--- src/rtl/rvmx_pkg.sv ---
// Package with the opcodes, status codes, sequencer states and shared types of the executor.
package rvmx_pkg;

    localparam int REG_AW     = 4;
    localparam int CODE_DEPTH = 1024;

    localparam logic [REG_AW-1:0] IP_REG   = 4'd15;
    localparam logic [REG_AW-1:0] LINK_REG = 4'd14;

    localparam logic [4:0] OP_READ = 5'd0;
    localparam logic [4:0] OP_WR   = 5'd1;
    localparam logic [4:0] OP_BEQ  = 5'd2;
    localparam logic [4:0] OP_BLT  = 5'd3;
    localparam logic [4:0] OP_BLE  = 5'd4;
    localparam logic [4:0] OP_BNE  = 5'd5;
    localparam logic [4:0] OP_BGT  = 5'd6;
    localparam logic [4:0] OP_BGE  = 5'd7;
    localparam logic [4:0] OP_BR   = 5'd8;
    localparam logic [4:0] OP_BL   = 5'd9;
    localparam logic [4:0] OP_RET  = 5'd10;
    localparam logic [4:0] OP_MOV  = 5'd11;
    localparam logic [4:0] OP_CMP  = 5'd12;
    localparam logic [4:0] OP_ADD  = 5'd13;
    localparam logic [4:0] OP_SUB  = 5'd14;
    localparam logic [4:0] OP_MUL  = 5'd15;
    localparam logic [4:0] OP_DIV  = 5'd16;
    localparam logic [4:0] OP_MOD  = 5'd17;
    localparam logic [4:0] OP_MOVI = 5'd18;
    localparam logic [4:0] OP_CMPI = 5'd19;
    localparam logic [4:0] OP_ADDI = 5'd20;
    localparam logic [4:0] OP_SUBI = 5'd21;
    localparam logic [4:0] OP_MULI = 5'd22;
    localparam logic [4:0] OP_DIVI = 5'd23;
    localparam logic [4:0] OP_MODI = 5'd24;
    localparam logic [4:0] OP_LD   = 5'd25;
    localparam logic [4:0] OP_ST   = 5'd26;
    localparam logic [4:0] OP_PSH  = 5'd27;
    localparam logic [4:0] OP_POP  = 5'd28;
    localparam logic [4:0] OP_NOP  = 5'd29;
    localparam logic [4:0] OP_HLT  = 5'd30;

    localparam logic [1:0] ST_RUN   = 2'd0;
    localparam logic [1:0] ST_HALT  = 2'd1;
    localparam logic [1:0] ST_BADOP = 2'd2;
    localparam logic [1:0] ST_BADIP = 2'd3;

    typedef enum logic [3:0] {
        S_IDLE,
        S_RB,
        S_RC,
        S_RA,
        S_CAPA,
        S_CALC,
        S_DIVW,
        S_ADDR,
        S_MODW,
        S_MODR,
        S_MEM,
        S_MWAIT,
        S_WB1,
        S_WB2,
        S_DONE
    } state_t;

    typedef struct packed {
        logic        start;
        logic [31:0] num;
        logic [31:0] den;
    } div_req_t;

    typedef struct packed {
        logic        busy;
        logic        done;
        logic [31:0] quot;
        logic [31:0] rem;
    } div_rsp_t;

endpackage

--- src/rtl/rvmx_divider.sv ---
// Restoring unsigned divider that produces one quotient bit per cycle.
module rvmx_divider (
    input  logic               clk,
    input  logic               rst_n,
    input  rvmx_pkg::div_req_t req,
    output rvmx_pkg::div_rsp_t rsp
);
    import rvmx_pkg::*;

    logic [31:0] q_reg;
    logic [31:0] r_reg;
    logic [31:0] d_reg;
    logic [4:0]  cnt_reg;
    logic        busy_reg;
    logic        done_reg;
    logic [32:0] trial;

    assign trial = {r_reg, q_reg[31]} - {1'b0, d_reg};

    always_ff @(posedge clk or negedge rst_n)
    begin
        if (!rst_n)
        begin
            busy_reg <= 1'b0;
            done_reg <= 1'b0;
            cnt_reg  <= '0;
        end
        else
        begin
            done_reg <= 1'b0;
            if (req.start && !busy_reg)
            begin
                busy_reg <= 1'b1;
                cnt_reg  <= '0;
            end
            else if (busy_reg)
            begin
                cnt_reg <= cnt_reg + 1'b1;
                if (cnt_reg == 5'd31)
                begin
                    busy_reg <= 1'b0;
                    done_reg <= 1'b1;
                end
            end
        end
    end

    always_ff @(posedge clk)
    begin
        if (req.start && !busy_reg)
        begin
            q_reg <= req.num;
            r_reg <= 32'd0;
            d_reg <= req.den;
        end
        else if (busy_reg)
        begin
            if (!trial[32])
            begin
                r_reg <= trial[31:0];
                q_reg <= {q_reg[30:0], 1'b1};
            end
            else
            begin
                r_reg <= {r_reg[30:0], q_reg[31]};
                q_reg <= {q_reg[30:0], 1'b0};
            end
        end
    end

    assign rsp.busy = busy_reg;
    assign rsp.done = done_reg;
    assign rsp.quot = q_reg;
    assign rsp.rem  = r_reg;

endmodule

--- config.mk ---
export PLATFORM = sky130hd
export DESIGN_NAME = rvmx_divider
export DESIGN_NICKNAME = d
export VERILOG_FILES = /design/src/rtl/rvmx_pkg.sv /design/src/rtl/rvmx_divider.sv
export SDC_FILE = /design/constraint.sdc
export NUM_CORES = 1
export LEC_CHECK = 0
export BUFFER_PORTS_ARGS = -buffer_cell sky130_fd_sc_hd__buf_2
export CORE_ASPECT_RATIO = 1.25
export CORE_MARGIN = 3
export CORE_UTILIZATION = 29
export CTS_CLUSTER_DIAMETER = 100
export DETAILED_ROUTE_END_ITERATION = 12
export MAX_ROUTING_LAYER = met4
export SYNTH_ARGS = -nofsm -noshare
export SYNTH_HDL_FRONTEND = slang
export SYNTH_SLANG_ARGS = --single-unit
--- constraint.sdc ---
create_clock -name clk -period 6.9 [get_ports clk]
set_input_delay 1.035 -clock clk [delete_from_list [all_inputs] [get_ports clk]]
set_output_delay 1.035 -clock clk [all_outputs]
set_load 0.01 [all_outputs]
# Word level (Yosys, flattened, before mapping)

Cells that the tools add are included.

$add $sub $neg: 2
Multiply operators: 0
Div/mod/pow operators: 0
Order comparisons: 0
Equal/unequal tests: 1
Shift operators: 0
Muxes and demuxes: 12
Bitwise gates (word level): 0
Reduce and logical (&&, ||, !) cells: 3

Operator list:

| operator              | count |
|---|---|
| $mux W32              | 3 |
| $sub A33 B32 Y33      | 1 |
| $mux W5               | 2 |
| $mux W1               | 7 |
| $add A5 B1 Y5 const B | 1 |
| $eq A5 B5 Y1 const B  | 1 |
| $reduce_bool A2 Y1    | 1 |
| $logic_and A1 B1 Y1   | 1 |
| $logic_not A1 Y1      | 1 |

Register bits: 103
Bits in latches: 0
RAM bits: 0
ROM bits: 0
Input bits: 67
Output and inout bits: 66
Logic and storage cells: 24
Memories: 0

# Logic depth before layout (Yosys ltp)

Word-level depth: 4
Mapped depth: 13
Depth with buffers taken out: 12

# Worst setup path before layout

Ideal clock, no wire load.

Path type: input -> register
Start: input port req[64] (netlist bit)
End: register q_reg[23] (data pin)
Setup time: 0.261 ns
Data arrival time: 3.001 ns
Data required time: 6.639 ns
Path slack: 3.637 ns
Stages: 4
Path buffers: 1
Cell sequence: inv_1 -> nor2_1 -> clkbuf_1 -> mux2_2

Cells in the longest elaborated chain, start to end: 2

Ends and longest elaborated chain:

| item                   | RTL line           | RTL |
|---|---|---|
| start: declaration     | rvmx_divider.sv:5  | `input rvmx_pkg::div_req_t req,` |
| $logic_and A1 B1 Y1    | rvmx_divider.sv:50 | `if (req.start && !busy_reg)` |
| $mux W32               | rvmx_divider.sv:50 |  |
| end signal: assignment | rvmx_divider.sv:52 | `q_reg <= req.num;` |
| end signal: assignment | rvmx_divider.sv:61 | `q_reg <= {q_reg[30:0], 1'b1};` |
| end signal: assignment | rvmx_divider.sv:66 | `q_reg <= {q_reg[30:0], 1'b0};` |
| end: declaration       | rvmx_divider.sv:10 | `logic [31:0] q_reg;` |

No other way between the ends.
A chain may end at the register's enable or synchronous reset.

# Worst setup path after layout

Start: register q_reg[31]
End: register r_reg[10]

Cells in the longest elaborated chain, start to end: 2

Ends and longest elaborated chain:

| item                   | RTL line           | RTL |
|---|---|---|
| $sub A33 B32 Y33       | rvmx_divider.sv:18 | `assign trial = {r_reg, q_reg[31]} - {1'b0, d_reg};` |
| $mux W32               | rvmx_divider.sv:58 | `if (!trial[32])` |
| end signal: assignment | rvmx_divider.sv:60 | `r_reg <= trial[31:0];` |
| end signal: assignment | rvmx_divider.sv:65 | `r_reg <= {r_reg[30:0], q_reg[31]};` |
| end: declaration       | rvmx_divider.sv:11 | `logic [31:0] r_reg;` |

No other way between the ends.

==> reports/qor.yml <==
status: "finished clean"
postCtsSetupBuffers: 0
start_util: 0.296
ant_nets: 0
drt-initial-drc-count: 236
clkTransAtPathRegs_ns: 0.07
whs_endpoint: "r_reg[20]"
die-height_um: 164
drc_errors: 0
port_buffers: 132
cts_root_buf: "clkbuf_16"
cts_tree: "done"
cts_made_buffers: 9
min_from: "r_reg[20]"
fin_nets: 766
syn-mean-instance-area_um2: 10.7
critPathMaxFanout: 15
multiInputGateArea_um2: 2730
holdPathStages: 2
rr_worst_depth: 13
yosys_register_bits: 103
r2r_slack_ns: 3.31
post-route-min-period_ns: 3.59
syn_nets: 639
p_leak_nw: 3.05
clock_skew_ns: 0.00721
detail_route.vias_per_cell: 4.73
vias: 4414
powerDensity_nw_per_um2: 518
ys.flop_type: "edfxtp_1"
ctsHoldBuffers: 0
fmaxAchievable_ghz: 0.278
grt_start_max_net_pins: 54
peakVddDrop_mv: 0.174
synth_warnings: 0
worstPathArrival_ns: 3.79
maxSlewViolCount: 0
hold_path_class: "reg -> reg"
drv_cap: 0
area_growth_pct: 20.9
tightest_slew_ns: 0.995
grt_use_total: 0.139
avgRoutedWirePerCell_um: 15.6
required_ns: 7.09
grt_antenna_before_repair: 0
drtPass1Iterations: 4
syn_inst: 537
ys_seq_area_frac: 0.475
cts_sinks: 103
tns_ns: 0
postLayoutCoreUtil: 0.358
clk_latency_ns: 0.35
diodes: 0
cp-end-kind: "register"
syn_area_um2: 5770
yosysUniqueCellTypes: 60
rsz0062_at_grt: "false"
nFillCells: 1978
synth-edff-count: 64
r2r_start: "q_reg[31]"
cts_resized: 0
synth_top_cell_area_share: 0.333
drive_above_1_share: 0.291
finalSetupViolations: 0
regArea_um2: 2740
finalHoldViolCount: 0
place.gp.congestion: 0.824
finalCritPeriodShare: 0.521
htreeDepth: 3
grt_pass1_vias: 4553
totalWireLength_mm: 14.6
synth.area.top_cells: "edfxtp_1, dfxtp_1, ha_1, mux2_2, mux2i_1"
num_rows: 57
die_area_um2: 21600
fp.coreArea_um2: 19500
relSlewSlack: 0.332
critPathKind: "reg -> reg"
dp_hpwl_mm: 10.9
async_flop_share: 0.0680
r2r_end: "r_reg[10]"
grt_pass1_wl_mm: 23.2
io_pins: 133
clk_path_buf_depth: 2
die_width_um: 132
overflow: 0
post-synth-top-area-cell: "edfxtp_1"
start_kind: "register"
-- metrics by stage --
| stage | total power, mW | std cells | setup WS (ns) | cell area [um2] | hold WS [ns] |
|---|---|---|---|---|---|
| 5_1_grt | 3.92 | 934 | 3.03 | 6970 | 0.502 |
| 6_report | 3.61 | 934 | 3.31 | 6970 | 0.490 |
| 3_3_place_gp | 3.11 | 918 | 3.42 | 6680 | 0.476 |
| 2_1_floorplan | 2.58 | 537 | 3.64 | 5770 | 0.470 |
| 4_1_cts | 3.65 | 934 | 3.27 | 6970 | 0.492 |
| 3_5_place_dp | 3.13 | 918 | 3.31 | 6680 | 0.481 |
-- synthesized netlist by cell type, drive strengths merged, types with 2 or more instances --
cell     count
o31a         2
ha          34
nor2        16
nand3        8
a22o         4
edfxtp      64
o21a         3
xor2        13
o211ai       4
a211oi       2
clkbuf      13
and2         2
xnor2       18
nand2       51
o21bai       3
dfxtp       32
a21oi       35
or2          2
and3         8
or3          3
o21ai       39
inv         47
mux2i       23
a31oi       11
nor4         3
dfrtp        7
nand4        6
o2111ai      2
o31ai        4
mux2        31
nor3         5
nor2b        5
buf          9
a21o        12
-- how the worst max path moves through the flow --
stage               depth (start not counted)      start         to  slack, ns
CTS                                        13  q_reg[31]  r_reg[10]       3.27
floorplan                                   4    req[64]  q_reg[23]       3.64
detailed placement                         13  q_reg[31]  r_reg[10]       3.31
finish                                     13  q_reg[31]  r_reg[10]       3.31
global route                               11  q_reg[31]   q_reg[0]       3.03
global placement                           13  q_reg[31]  r_reg[10]       3.42
-- routing by layer --
| metal | global-route usage | up-vias | routed length, um | part of all wire |
|---|---|---|---|---|
| met2 | 0.224 | 154 | 6880 | 0.47 |
| met4 | 0.0554 | 0 | 328 | 0.023 |
| met1 | 0.167 | 2028 | 6420 | 0.44 |
| li1 | - | 2205 | - | - |
| met5 | - | - | 0 | 0 |
| met3 | 0.0357 | 27 | 931 | 0.064 |
-- cell type report --
type                    instances  share of cell area
clock buffers                   9              0.0323
inverters                      47              0.0253
multi-input cells             365               0.392
flip-flops and latches        103               0.393
well taps                     265              0.0476
clock inverters                 7             0.00897
repair buffers                138               0.101
-- layout by cell type (no fill, tap or decap), drive strengths merged, types with 2 or more instances in the layout --
cell type    n
nand3        8
nor4         3
inv         48
a21o        12
a22o         4
clkbuf       9
nor2b        5
clkinv       4
and2         2
o21bai       3
mux2        31
a21oi       35
o211ai       4
o2111ai      2
mux2i       23
a211oi       2
or3          3
o31a         2
and3         8
a31oi       11
nor2        16
nand2       51
buf        138
nand4        6
o21ai       39
o31ai        4
xor2        13
xnor2       18
dfxtp       32
dfrtp        7
o21a         3
ha          34
nor3         5
or2          2
edfxtp      64
-- worst max-delay path, cell delays in order (launching register included) --
cell and delay (ns):
edfxtp_1 0.39, inv_1 0.09, ha_1 0.19, fa_1 0.22
nor2b_1 0.07, o31a_1 0.25, nor2_1 0.19, o21ai_2 0.16
a21oi_2 0.42, o31ai_4 0.18, xnor2_4 0.58, buf_4 0.39
mux2i_1 0.22, o22ai_1 0.09
-- power breakdown --
part           switching [mW]  internal [mW]
combinational            1.08          0.889
clock                   0.231          0.279
sequential              0.187          0.947
total                    1.50           2.11
-- kinds of logic after synthesis --
| family | share of synthesized area |
|---|---|
| muxes | 0.100 |
| DFF | 0.475 |
| adders and majority gates | 0.0772 |
| xor gates and xnor gates | 0.0503 |
| AOI/OAI and AO/OA | 0.151 |
| buffers and inverters | 0.0532 |
| and+or+nand+nor | 0.0935 |
Power figures use the tool's default switching activity.
