### src/rtl/rvmx_pkg.sv
// Package with the opcodes, status codes, sequencer states and shared types of the executor.
package rvmx_pkg;

    localparam int REG_AW     = 4;
    localparam int CODE_DEPTH = 1024;

    localparam logic [REG_AW-1:0] IP_REG   = 4'd15;
    localparam logic [REG_AW-1:0] LINK_REG = 4'd14;

    localparam logic [4:0] OP_READ = 5'd0;
    localparam logic [4:0] OP_WR   = 5'd1;
    localparam logic [4:0] OP_BEQ  = 5'd2;
    localparam logic [4:0] OP_BLT  = 5'd3;
    localparam logic [4:0] OP_BLE  = 5'd4;
    localparam logic [4:0] OP_BNE  = 5'd5;
    localparam logic [4:0] OP_BGT  = 5'd6;
    localparam logic [4:0] OP_BGE  = 5'd7;
    localparam logic [4:0] OP_BR   = 5'd8;
    localparam logic [4:0] OP_BL   = 5'd9;
    localparam logic [4:0] OP_RET  = 5'd10;
    localparam logic [4:0] OP_MOV  = 5'd11;
    localparam logic [4:0] OP_CMP  = 5'd12;
    localparam logic [4:0] OP_ADD  = 5'd13;
    localparam logic [4:0] OP_SUB  = 5'd14;
    localparam logic [4:0] OP_MUL  = 5'd15;
    localparam logic [4:0] OP_DIV  = 5'd16;
    localparam logic [4:0] OP_MOD  = 5'd17;
    localparam logic [4:0] OP_MOVI = 5'd18;
    localparam logic [4:0] OP_CMPI = 5'd19;
    localparam logic [4:0] OP_ADDI = 5'd20;
    localparam logic [4:0] OP_SUBI = 5'd21;
    localparam logic [4:0] OP_MULI = 5'd22;
    localparam logic [4:0] OP_DIVI = 5'd23;
    localparam logic [4:0] OP_MODI = 5'd24;
    localparam logic [4:0] OP_LD   = 5'd25;
    localparam logic [4:0] OP_ST   = 5'd26;
    localparam logic [4:0] OP_PSH  = 5'd27;
    localparam logic [4:0] OP_POP  = 5'd28;
    localparam logic [4:0] OP_NOP  = 5'd29;
    localparam logic [4:0] OP_HLT  = 5'd30;

    localparam logic [1:0] ST_RUN   = 2'd0;
    localparam logic [1:0] ST_HALT  = 2'd1;
    localparam logic [1:0] ST_BADOP = 2'd2;
    localparam logic [1:0] ST_BADIP = 2'd3;

    typedef enum logic [3:0] {
        S_IDLE,
        S_RB,
        S_RC,
        S_RA,
        S_CAPA,
        S_CALC,
        S_DIVW,
        S_ADDR,
        S_MODW,
        S_MODR,
        S_MEM,
        S_MWAIT,
        S_WB1,
        S_WB2,
        S_DONE
    } state_t;

    typedef struct packed {
        logic        start;
        logic [31:0] num;
        logic [31:0] den;
    } div_req_t;

    typedef struct packed {
        logic        busy;
        logic        done;
        logic [31:0] quot;
        logic [31:0] rem;
    } div_rsp_t;

endpackage

### src/rtl/rvmx_regfile.sv
// Register file memory with one write and one registered read port and per-entry valid bits.
module rvmx_regfile (
    input  logic                        clk,
    input  logic                        rst_n,
    input  logic [rvmx_pkg::REG_AW-1:0] raddr,
    output logic [31:0]                 rdata,
    input  logic                        we,
    input  logic [rvmx_pkg::REG_AW-1:0] waddr,
    input  logic [31:0]                 wdata
);
    import rvmx_pkg::*;

    localparam int DEPTH = 1 << REG_AW;

    logic [31:0]      mem [DEPTH];
    logic [DEPTH-1:0] valid_reg;
    logic [31:0]      rd_reg;
    logic             rd_valid_reg;

    always_ff @(posedge clk)
    begin
        if (we)
        begin
            mem[waddr] <= wdata;
        end
        rd_reg <= mem[raddr];
    end

    always_ff @(posedge clk or negedge rst_n)
    begin
        if (!rst_n)
        begin
            valid_reg    <= '0;
            rd_valid_reg <= 1'b0;
        end
        else
        begin
            if (we)
            begin
                valid_reg[waddr] <= 1'b1;
            end
            rd_valid_reg <= valid_reg[raddr];
        end
    end

    // Entries never written since reset read as zero.
    assign rdata = rd_valid_reg ? rd_reg : 32'd0;

endmodule

### config.mk
export PLATFORM = sky130hd
export DESIGN_NAME = rvmx_regfile
export DESIGN_NICKNAME = d
export VERILOG_FILES = /design/src/rtl/rvmx_pkg.sv /design/src/rtl/rvmx_regfile.sv
export SDC_FILE = /design/constraint.sdc
export NUM_CORES = 1
export LEC_CHECK = 0
export BUFFER_PORTS_ARGS = -buffer_cell sky130_fd_sc_hd__buf_2
export CAP_MARGIN = 10
export CORE_MARGIN = 4
export CORE_UTILIZATION = 50
export DETAILED_ROUTE_END_ITERATION = 12
export GPL_ROUTABILITY_DRIVEN = 0
export HOLD_SLACK_MARGIN = 0.15
export PLACE_DENSITY = 0.76
export REMOVE_ABC_BUFFERS = 1
export SLEW_MARGIN = 20
export SYNTH_ARGS = -nofsm -noshare
export SYNTH_HDL_FRONTEND = slang
export SYNTH_SLANG_ARGS = --single-unit
### constraint.sdc
create_clock -name clk -period 1.15 [get_ports clk]
set_clock_uncertainty 0.05 [all_clocks]
set_input_delay 0.23 -clock clk [delete_from_list [all_inputs] [get_ports clk]]
set_output_delay 0.23 -clock clk [all_outputs]
set_load 0.1 [all_outputs]
# Yosys cells after proc, flatten, opt, wreduce, memory -nomap -nowiden
# Memories as Yosys holds them, arrays and structs flattened. A register that Yosys moved wholly into a read port is not among the register bits.
# Cells that the tools add are included.
# word_totals
regBits,17
mem_bits_rw,512
output_inout_bits,32
memories,1
# memory_table
memory,words,width,rd,rd_ports_with_merged_regs,write_ports,line,rtl
mem,16,32,1,1,1,rvmx_regfile.sv:15,logic [31:0] mem [DEPTH];
# classes
n_lt_le_gt_ge,3
n_mux,7
bitwise,1
n_reduce_logical,1
# op_table
operator,count
$mux W32,1
$or A16 B16 Y16,1
$lt A4 B5 Y1 const B,2
$bmux W1 S4,1
$demux W1 S4,1
$ge A4 B1 Y1 const B,1
$mux W1,4
$logic_and A1 B1 Y1,1

# Logic depth before layout (Yosys ltp)
# Gate-level depths: netlist of run 1.
# logic_depth
word_depth,5
ltp_mapped,6
mapped_depth_nobuf,3

# Least setup slack after synthesis of run 1
# OpenSTA, ideal clock, no wires.
# synth_path
kind,input to register
startpoint,in waddr[2] (netlist bit)
endpoint,"mem mem[0][0], enable pin"
setup_ns,0.463
t_arrival_ns,2.978
path_slack_ns,-2.341
stages,2
path_cell_list,or3b_2 > nor3_1
# synth_rtl
element,line,rtl
start: declaration,rvmx_regfile.sv:8,"input logic [rvmx_pkg::REG_AW-1:0] waddr,"
end: declaration,rvmx_regfile.sv:15,
# No word-level cell before the write port.

# Worst setup path after layout of run 1
# layout_path
startpoint,reg rd_valid_reg
endpoint,out rdata[26]
# layout_between
elab_chain_len,1
# layout_rtl
element,line,rtl
start: declaration,rvmx_regfile.sv:18,logic rd_valid_reg;
start signal: assignment,rvmx_regfile.sv:42,rd_valid_reg <= valid_reg[raddr];
$mux W32,rvmx_regfile.sv:47,assign rdata = rd_valid_reg ? rd_reg : 32'd0;
end: declaration,rvmx_regfile.sv:6,"output logic [31:0] rdata,"
# Every way passes these cells.

==> impl_metrics.yaml, run 1 <==
run_status:
  status: "finished, violations left"
  violations: "setup timing"
setup_path:
  cpMostUsedCell: "buf_12"
  arrival_ns: 1.60
  crit_chain: "buf_12, buf_12, and2_4, buf_12"
  critPathLaunchType: "register"
  critical_path_class: "register to output port"
  cp_slowest_stage_delay_ns: 0.43
  path_depth: 4
  worstRegToRegCells: 3
  slowest_stage: "dfrtp_2"
  crit_family: "buffers and inverters"
  path_max_fanout: 11
  required_ns: 0.87
  end_kind: "output port"
  worst-path-buf-inv: 3
power_and_ir_drop:
  ir_worst_vdd_mv: 1.02
  power.density_mw_per_mm2: 1720
  clock_power_share: 0.373
  power_switching_share: 0.230
  internal_power_mw: 34.7
  totalPowerFinal_mw: 45.1
  p_sw_mw: 10.4
  p_seq_frac: 0.513
  p_leak_nw: 8.70
  combPwrFrac: 0.114
routing:
  wl_per_cell_um: 27.9
  antenna_left: 0
  vias: 10500
  drt_pass1_iterations: 5
  via_per_inst: 6.11
  drtIter0Drc: 1020
  drc: 0
  wirelength_mm: 47.9
timing:
  finalSetupViolCount: 65
  final.period_utilization: 1.64
  rsz0062_at_grt: "true"
  tightest_slew_ns: 0.937
  hold_violations: 0
  slew_violations: 0
  fmax_ghz: 0.532
  worst_slack_ns: -0.731
  finalCriticalPeriod_ns: 1.88
  relSlewSlack: 0.374
final_layout:
  largest_reg_flops: 512
  drive_gt1_frac: 0.424
  final_util: 0.638
  area_growth_pct: 25.5
  fin_area_mm2: 0.0262
  fin_nets: 1190
  fin_cells: 1720
  antennaDiodeCount: 0
cts:
  cts.clk_slew.worst_paths_ns: 0.06
  root_buffer: "clkbuf_16"
  worst_skew_pair.late_latency_ns: 0.57
  cts.path.max_buffers: 3
  cts.sinks: 561
  cts.htree.levels: 2
  cts_tree: "built"
  numCtsBuffers: 52
floorplanning:
  io_pins: 75
  dieHeight_um: 212
  core_region_area_mm2: 0.0410
  rows: 74
  initial_core_util: 0.509
  die-area_mm2: 0.0451
  dieWidth_um: 212
yosys:
  netlist_top_cells_area: "edfxtp_1, mux4_2, dfxtp_1, mux4_1, a22oi_1"
  synth.yosys.seq_area_share: 0.788
  ys_warn_count: 0
  yosysMostFrequentCell: "edfxtp_1"
  synth.distinct_cells: 22
  synth_edf_count: 512
  synth_seq_cells: 561
  synth-main-ff-cell: "edfxtp_1"
  syn_area_mm2: 0.0209
  ys_top_cells_by_count: "edfxtp_1, mux4_2, a22oi_1"
  netlist.area_leader.share: 0.737
  yosysTopAreaCell: "edfxtp_1"
  netlist_instances: 915
  syn_area_per_cell_um2: 22.8
  async_flop_share: 0.0303
placement:
  placed_area_mm2: 0.0237
  pre_cts_slack_ns: -0.688
  port_buffers: 74
  dp_hpwl_mm: 27.2
  placed_cells_incl_taps: 1581
grt:
  grt_max_degree: 35
  grt_remaining_overflow: 0
  grt_usage: 0.215
  antenna_found_initial: 1
  grt_pass1_vias: 11100
  grt_pass1_wl_mm: 71.3
run:
  cap_violations: 0
worst_hold_path:
  holdPathStages: 3
  min_path_type: "input pin to register"
==> tightest hold or removal path, delay by kind of cell <==
family / cells / cell delay, ns
and+or+nand+nor: 1 / 0.07
buffers and inverters: 2 / 0.31
==> layer usage <==
metal  track usage  vias up  wire [um]
met2         0.352      578      24100
met3        0.0364       89       3930
met4        0.0600        2       1310
met1         0.306     5532      18600
met5             0        -          7
li1              -     4308          -
==> timing repair <==
| item | CTS | global route |
|---|---|---|
| hold buffers | 34 | 0 |
| endpoints found under the hold margin | 529 | 0 |
| pin swaps | 58 | 8 |
| endpoints found under the setup margin | 147 | 100 |
| cloned | 4 | 0 |
| gates resized for setup | 89 | 19 |
| setup buffers | 5 | 2 |
==> metrics by stage <==
step,hold WS (ns),TNS (ns)
final,0.177,-28.73
after global routing,0.180,-31.12
after CTS,0.161,-28.88
after detailed placement,0.108,-247.28
after global placement,0.113,-229.81
after floorplan,-0.116,-792.66
==> area by class of cell <==
class / count / area, um^2
multi-input combinational: 307 / 4550
timing repair buffer: 225 / 2850
fill: 2545 / 14800
tap: 532 / 666
clock inverter: 27 / 243
clock buffer: 68 / 1420
sequential: 561 / 16400
==> cells in the final DEF (no fill, tap or decap), types with 32 or more instances in the layout <==
master and instances:
mux4_2 118, dlygate4sd3_1 34, clkbuf_16 53, edfxtp_1 512, nand2_1 34, buf_4 56
buf_12 87, a22oi_2 48, and2_4 32, dfxtp_1 32, buf_2 39
==> final timing paths <==
kind	from	end	slack (ns)
hold / removal	waddr[1]	mem[12][24]$_DFFE_PP_	0.18
setup reg to reg	mem[2][30]$_DFFE_PP_	rd_reg[30]$_DFF_P_	-0.28
max in group asynchronous	rst_n	rd_valid_reg$_DFF_PN0_	0.15
min in group asynchronous	rst_n	valid_reg[14]$_DFFE_PN0P_	0.68
setup / recovery	rd_valid_reg$_DFF_PN0_	rdata[26]	-0.73
hold reg to reg	valid_reg[3]$_DFFE_PN0P_	valid_reg[3]$_DFFE_PN0P_	0.43
==> cell families (layout without fill, tap and decap cells) <==
logic type,after synthesis,in the layout,synth area share
buffers and inverters,48,320,0.0158
flip-flops,561,561,0.788
AO/OA/AOI/OAI,66,66,0.0237
AND/OR/NAND/NOR,108,109,0.0267
multiplexers,132,132,0.146
==> power groups by stage <==
stage | logic (mW) | registers, mW | clock network, mW
after floorplan | 2.32 | 23.4 | 0
after global placement | 4.44 | 23.4 | 0
after detailed placement | 4.53 | 23.5 | 0
after CTS | 5.13 | 23.1 | 17.0
after global routing | 5.37 | 23.1 | 18.0
final | 5.15 | 23.1 | 16.8
Note: power is estimated with default switching activity, not from simulation.
==> run 2: changes to the inputs <==
--- a/config.mk
+++ b/config.mk
@@ -13,7 +13,9 @@
 export GPL_ROUTABILITY_DRIVEN = 0
 export HOLD_SLACK_MARGIN = 0.15
 export PLACE_DENSITY = 0.76
+export RECOVER_POWER = 50
 export REMOVE_ABC_BUFFERS = 1
+export SETUP_SLACK_MARGIN = 0.15
 export SLEW_MARGIN = 20
 export SYNTH_ARGS = -nofsm -noshare
 export SYNTH_HDL_FRONTEND = slang
==> run 2 against run 1 <==
The run still ends with setup timing left. Register-to-register slack hardly changed. Clock-buffer cell count stayed put. First-iteration DRC count is 40% higher. Routed wire length is 14% higher. Clock power is 2% higher. Sequential power hardly changed. Die area stayed put.
==> impl_metrics.yaml, run 2 (synthesis results as in run 1) <==
floorplanning:
  dieWidth_um: 212
  initial_core_util: 0.509
  io_pins: 75
  die-area_mm2: 0.0451
  core_region_area_mm2: 0.0410
  rows: 74
  dieHeight_um: 212
cts:
  cts.htree.levels: 2
  worst_skew_pair.late_latency_ns: 0.58
  hold_buffers: 33
  cts.path.max_buffers: 3
  cts.clk_slew.worst_paths_ns: 0.07
  root_buffer: "clkbuf_16"
  cts_tree: "built"
  cts.sinks: 561
  numCtsBuffers: 52
routing:
  wirelength_mm: 54.4
  drtIter0Drc: 1429
  vias: 11000
  wl_per_cell_um: 30.9
  drc: 0
  via_per_inst: 6.27
  antenna_left: 0
  drt_pass1_iterations: 6
setup_path:
  crit_chain: "buf_12, buf_12, and2_4, buf_12"
  path_max_fanout: 5
  arrival_ns: 1.62
  slowest_stage: "dfrtp_2"
  required_ns: 0.87
  cp_slowest_stage_delay_ns: 0.43
  critPathLaunchType: "register"
  critical_path_class: "register to output port"
  cpMostUsedCell: "buf_12"
  end_kind: "output port"
final_layout:
  fin_nets: 1229
  drive_gt1_frac: 0.432
  final_common_cell: "edfxtp_1"
  final_cell_mix: "edfxtp_1, mux4_2, buf_12"
  area_growth_pct: 29.2
  final_util: 0.657
  seq_area_mm2: 0.0164
  multi_input_area_mm2: 0.00457
  fin_cells: 1760
  largest_reg_flops: 512
  fill_cells: 2449
timing:
  hold_violations: 0
  tns_ns: -37.33
  final.period_utilization: 1.65
  worst_slack_ns: -0.746
  slew_violations: 0
  relSlewSlack: 0.356
  tightest_slew_ns: 0.964
  finalSetupViolCount: 169
  rsz0062_at_grt: "true"
  finalCriticalPeriod_ns: 1.90
  fmax_ghz: 0.527
placement:
  pre_cts_slack_ns: -0.688
  placed_cells_incl_taps: 1581
  port_buffers: 74
  dp_hpwl_mm: 27.2
grt:
  grt_usage: 0.225
  grt_pass1_vias: 11300
  grt_remaining_overflow: 0
  grt_pass1_wl_mm: 74.3
  antenna_found_initial: 3
  grt_max_degree: 35
run_status:
  violations: "setup timing"
  status: "finished, violations left"
power_and_ir_drop:
  p_leak_nw: 8.99
  power.density_mw_per_mm2: 1690
  ir_worst_vdd_mv: 1.02
  totalPowerFinal_mw: 45.7
worst_hold_path:
  min_path_type: "input pin to register"
run:
  cap_violations: 0
-- run 2: critical path: cells and delay by family, from the launching register on --
| family | cells | cell delay, ns |
|---|---|---|
| flops | 1 | 0.43 |
| simple gates | 1 | 0.15 |
| buf+inv | 3 | 0.46 |
-- run 2: what timing repair did --
action,in CTS,in global routing
gates cloned,11,9
setup endpoints to repair,197,364
setup buffers,18,12
endpoints found under the hold margin,529,1
resized for setup,118,47
pin swaps,59,15
-- run 2: final timing paths --
kind / slack (ns) / cells after the start / start / endpoint
worst max register to register: -0.28 / 3 / mem[2][27]$_DFFE_PP_ / rd_reg[27]$_DFF_P_
max in group asynchronous: 0.50 / 2 / rst_n / rd_valid_reg$_DFF_PN0_
worst min-delay path: 0.18 / 4 / waddr[2] / mem[14][24]$_DFFE_PP_
worst min register to register: 0.42 / 1 / valid_reg[14]$_DFFE_PN0P_ / valid_reg[14]$_DFFE_PN0P_
worst max-delay path: -0.75 / 4 / rd_valid_reg$_DFF_PN0_ / rdata[14]
min in group asynchronous: 0.20 / 2 / rst_n / valid_reg[8]$_DFFE_PN0P_
-- run 2: stage by stage --
step / hold WS (ns) / instance area, um^2
floorplan: -0.116 / 20500
global placement: 0.113 / 23700
detailed placement: 0.108 / 23700
CTS: 0.114 / 26500
global route: 0.178 / 27000
finish: 0.184 / 27000
-- run 2: area by class of cell --
class	count	area share
well taps	532	0.0247
clock inverters	27	0.00900
diodes	1	0.0000928
flip-flops and latches	561	0.610
multi-input cells	307	0.170
repair buffers	264	0.134
clock buffers	68	0.0528
-- run 2: power by group --
group | switching (mW) | leakage (nW) | internal (mW)
clock network | 7.54 | 0.808 | 9.62
registers | 0.264 | 5.07 | 22.9
logic | 3.03 | 3.12 | 2.34
-- run 2: routing by layer --
layer | share of wire | track usage | up-vias
met2 | 0.50 | 0.367 | 749
met4 | 0.031 | 0.0655 | 2
li1 | - | - | 4393
met1 | 0.37 | 0.311 | 5780
met5 | 0.00024 | 0 | -
met3 | 0.097 | 0.0505 | 112
==> run 3: changes to the inputs <==
--- a/config.mk
+++ b/config.mk
@@ -8,11 +8,11 @@
 export BUFFER_PORTS_ARGS = -buffer_cell sky130_fd_sc_hd__buf_2
 export CAP_MARGIN = 10
 export CORE_MARGIN = 4
-export CORE_UTILIZATION = 50
+export CORE_UTILIZATION = 38
 export DETAILED_ROUTE_END_ITERATION = 12
 export GPL_ROUTABILITY_DRIVEN = 0
 export HOLD_SLACK_MARGIN = 0.15
-export PLACE_DENSITY = 0.76
+export PLACE_DENSITY = 0.62
 export RECOVER_POWER = 50
 export REMOVE_ABC_BUFFERS = 1
 export SETUP_SLACK_MARGIN = 0.15
==> constraint.sdc (replaced) <==
create_clock -name clk -period 1.7 [get_ports clk]
set_clock_uncertainty 0.05 [all_clocks]
set_input_delay 0.34 -clock clk [delete_from_list [all_inputs] [get_ports clk]]
set_output_delay 0.34 -clock clk [all_outputs]
set_load 0.1 [all_outputs]
==> run 3 against run 2 <==
The run still ends with setup timing left. Critical path depth fell by 1. First-iteration DRC count is 43% lower. Core utilization fell by 18 points. Clock-buffer cell count up 10. Non-clock buffer count is 65 lower. Via count decreased by 9.4%. Combinational power is 41% lower. Cell count rose by 6.0%.
==> impl_metrics.yaml, run 3 (synthesis results as in run 1) <==
run_status:
  status: "finished, violations left"
  violations: "setup timing"
cts:
  cts.clk_slew.worst_paths_ns: 0.06
  root_buffer: "clkbuf_16"
  worst_skew_pair.late_latency_ns: 0.61
  cts.htree.levels: 2
  cts.path.max_buffers: 3
  cts_tree: "built"
  numCtsBuffers: 55
  cts.sinks: 561
floorplanning:
  core_region_area_mm2: 0.0541
  dieWidth_um: 242
  io_pins: 75
  die-area_mm2: 0.0587
  rows: 85
  dieHeight_um: 242
  initial_core_util: 0.385
grt:
  grt_remaining_overflow: 0
  grt_pass1_vias: 10500
  grt_usage: 0.156
  grt_pass1_wl_mm: 69.2
  grt_max_degree: 34
  antenna_found_initial: 2
setup_path:
  crit_chain: "buf_12, and2_1, buf_12"
  critical_path_class: "register to output port"
  startpoint: "rd_valid_reg$_DFF_PN0_"
  end_kind: "output port"
  required_ns: 1.31
  path_max_fanout: 17
  arrival_ns: 1.59
  critPathLaunchType: "register"
  timing.rr.start: "mem[11][17]$_DFFE_PP_"
  cpMostUsedCell: "buf_12"
  cp_slowest_stage_delay_ns: 0.42
  reg2reg_setup_slack_ns: 0.32
  slowest_stage: "dfrtp_2"
power_and_ir_drop:
  power.density_mw_per_mm2: 1190
  p_sw_mw: 6.97
  combPwrFrac: 0.103
  p_seq_frac: 0.511
  clock_power_share: 0.386
  power_switching_share: 0.228
  p_leak_nw: 8.44
  ir_worst_vdd_mv: 0.828
  totalPowerFinal_mw: 30.5
  internal_power_mw: 23.6
final_layout:
  final_cell_mix: "edfxtp_1, mux4_2, buf_12"
  area_growth_pct: 23.3
  antennaDiodeCount: 0
  multi_input_area_mm2: 0.00427
  fin_nets: 1166
  seq_area_mm2: 0.0164
  fill_cells: 4340
  fin_cells: 1866
  drive_gt1_frac: 0.323
  final_common_cell: "edfxtp_1"
  largest_reg_flops: 512
timing:
  finalCriticalPeriod_ns: 1.98
  rsz0062_at_grt: "true"
  worst_slack_ns: -0.284
  fmax_ghz: 0.504
  tightest_slew_ns: 0.968
  hold_violations: 0
  final.period_utilization: 1.17
  slew_violations: 0
  holdWs_ns: 0.253
  finalSetupViolCount: 32
  relSlewSlack: 0.355
routing:
  drc: 0
  wl_per_cell_um: 24.5
  wirelength_mm: 45.8
  vias: 10000
  drtIter0Drc: 817
  antenna_left: 0
  via_per_inst: 5.36
  drt_pass1_iterations: 5
worst_hold_path:
  min_from: "raddr[1]"
  min_path_type: "input pin to register"
placement:
  port_buffers: 74
  dp_hpwl_mm: 26.9
  pre_cts_slack_ns: -0.255
  placed_cells_incl_taps: 1729
run:
  cap_violations: 0
run 3: cell count changes in the layout (fill, tap and decap cells not counted), sizes merged:
cell | previous run | this run
buf | 192 | 127
clkbuf | 107 | 117
clkinvlp | 4 | 0
diode | 1 | 0
nor2b | 3 | 2
bufinv | 4 | 3
clkinv | 18 | 22
run 3: per-layer routing:
layer	GRT usage	vias up	wire, um
li1	-	4264	-
met1	0.217	5374	19700
met2	0.254	283	22700
met3	0.0271	75	2350
met4	0.0456	4	1030
met5	0	-	21
run 3: layout make-up:
type	count	area share
multi-input cells	306	0.166
clock buffers	78	0.0599
flip-flops and latches	561	0.639
repair buffers	199	0.0925
clock inverters	26	0.00890
well taps	696	0.0338
run 3: critical path, delay by kind of cell (launching register included):
| family | cells | cell delay [ns] |
|---|---|---|
| buffers and inverters | 2 | 0.36 |
| AND/OR/NAND/NOR | 1 | 0.19 |
| flip-flops | 1 | 0.42 |
run 3: what timing repair did:
item	4_1_cts	5_1_grt
hold endpoints to repair	529	0
gates cloned	0	0
resized for setup	22	0
setup buffers	0	0
hold buffers	33	0
setup endpoints to repair	32	32
pin swaps	0	1
run 3: path summary, 6_finish.rpt:
check | cells past startpoint | end
setup / recovery | 3 | rdata[8]
hold / removal | 4 | rd_reg[6]$_DFF_P_
setup reg to reg | 3 | rd_reg[17]$_DFF_P_
hold reg to reg | 1 | valid_reg[12]$_DFFE_PN0P_
max in group asynchronous | 2 | rd_valid_reg$_DFF_PN0_
min in group asynchronous | 2 | valid_reg[13]$_DFFE_PN0P_
run 3: power groups by stage:
stage | clock, mW | sequential, mW | combinational, mW
2_1_floorplan | 0 | 15.8 | 1.57
3_3_place_gp | 0 | 15.9 | 3.04
3_5_place_dp | 0 | 15.9 | 3.07
4_1_cts | 12.0 | 15.6 | 3.22
5_1_grt | 12.6 | 15.6 | 3.31
6_report | 11.8 | 15.6 | 3.15
run 3: through the flow:
stage | area [um^2] | util | TNS [ns]
CTS | 25800 | 0.477 | -9.72
global placement | 23700 | 0.437 | -27.74
global route | 25700 | 0.475 | -10.05
finish | 25700 | 0.475 | -7.96
floorplan | 20500 | - | -531.74
detailed placement | 23700 | 0.437 | -28.71
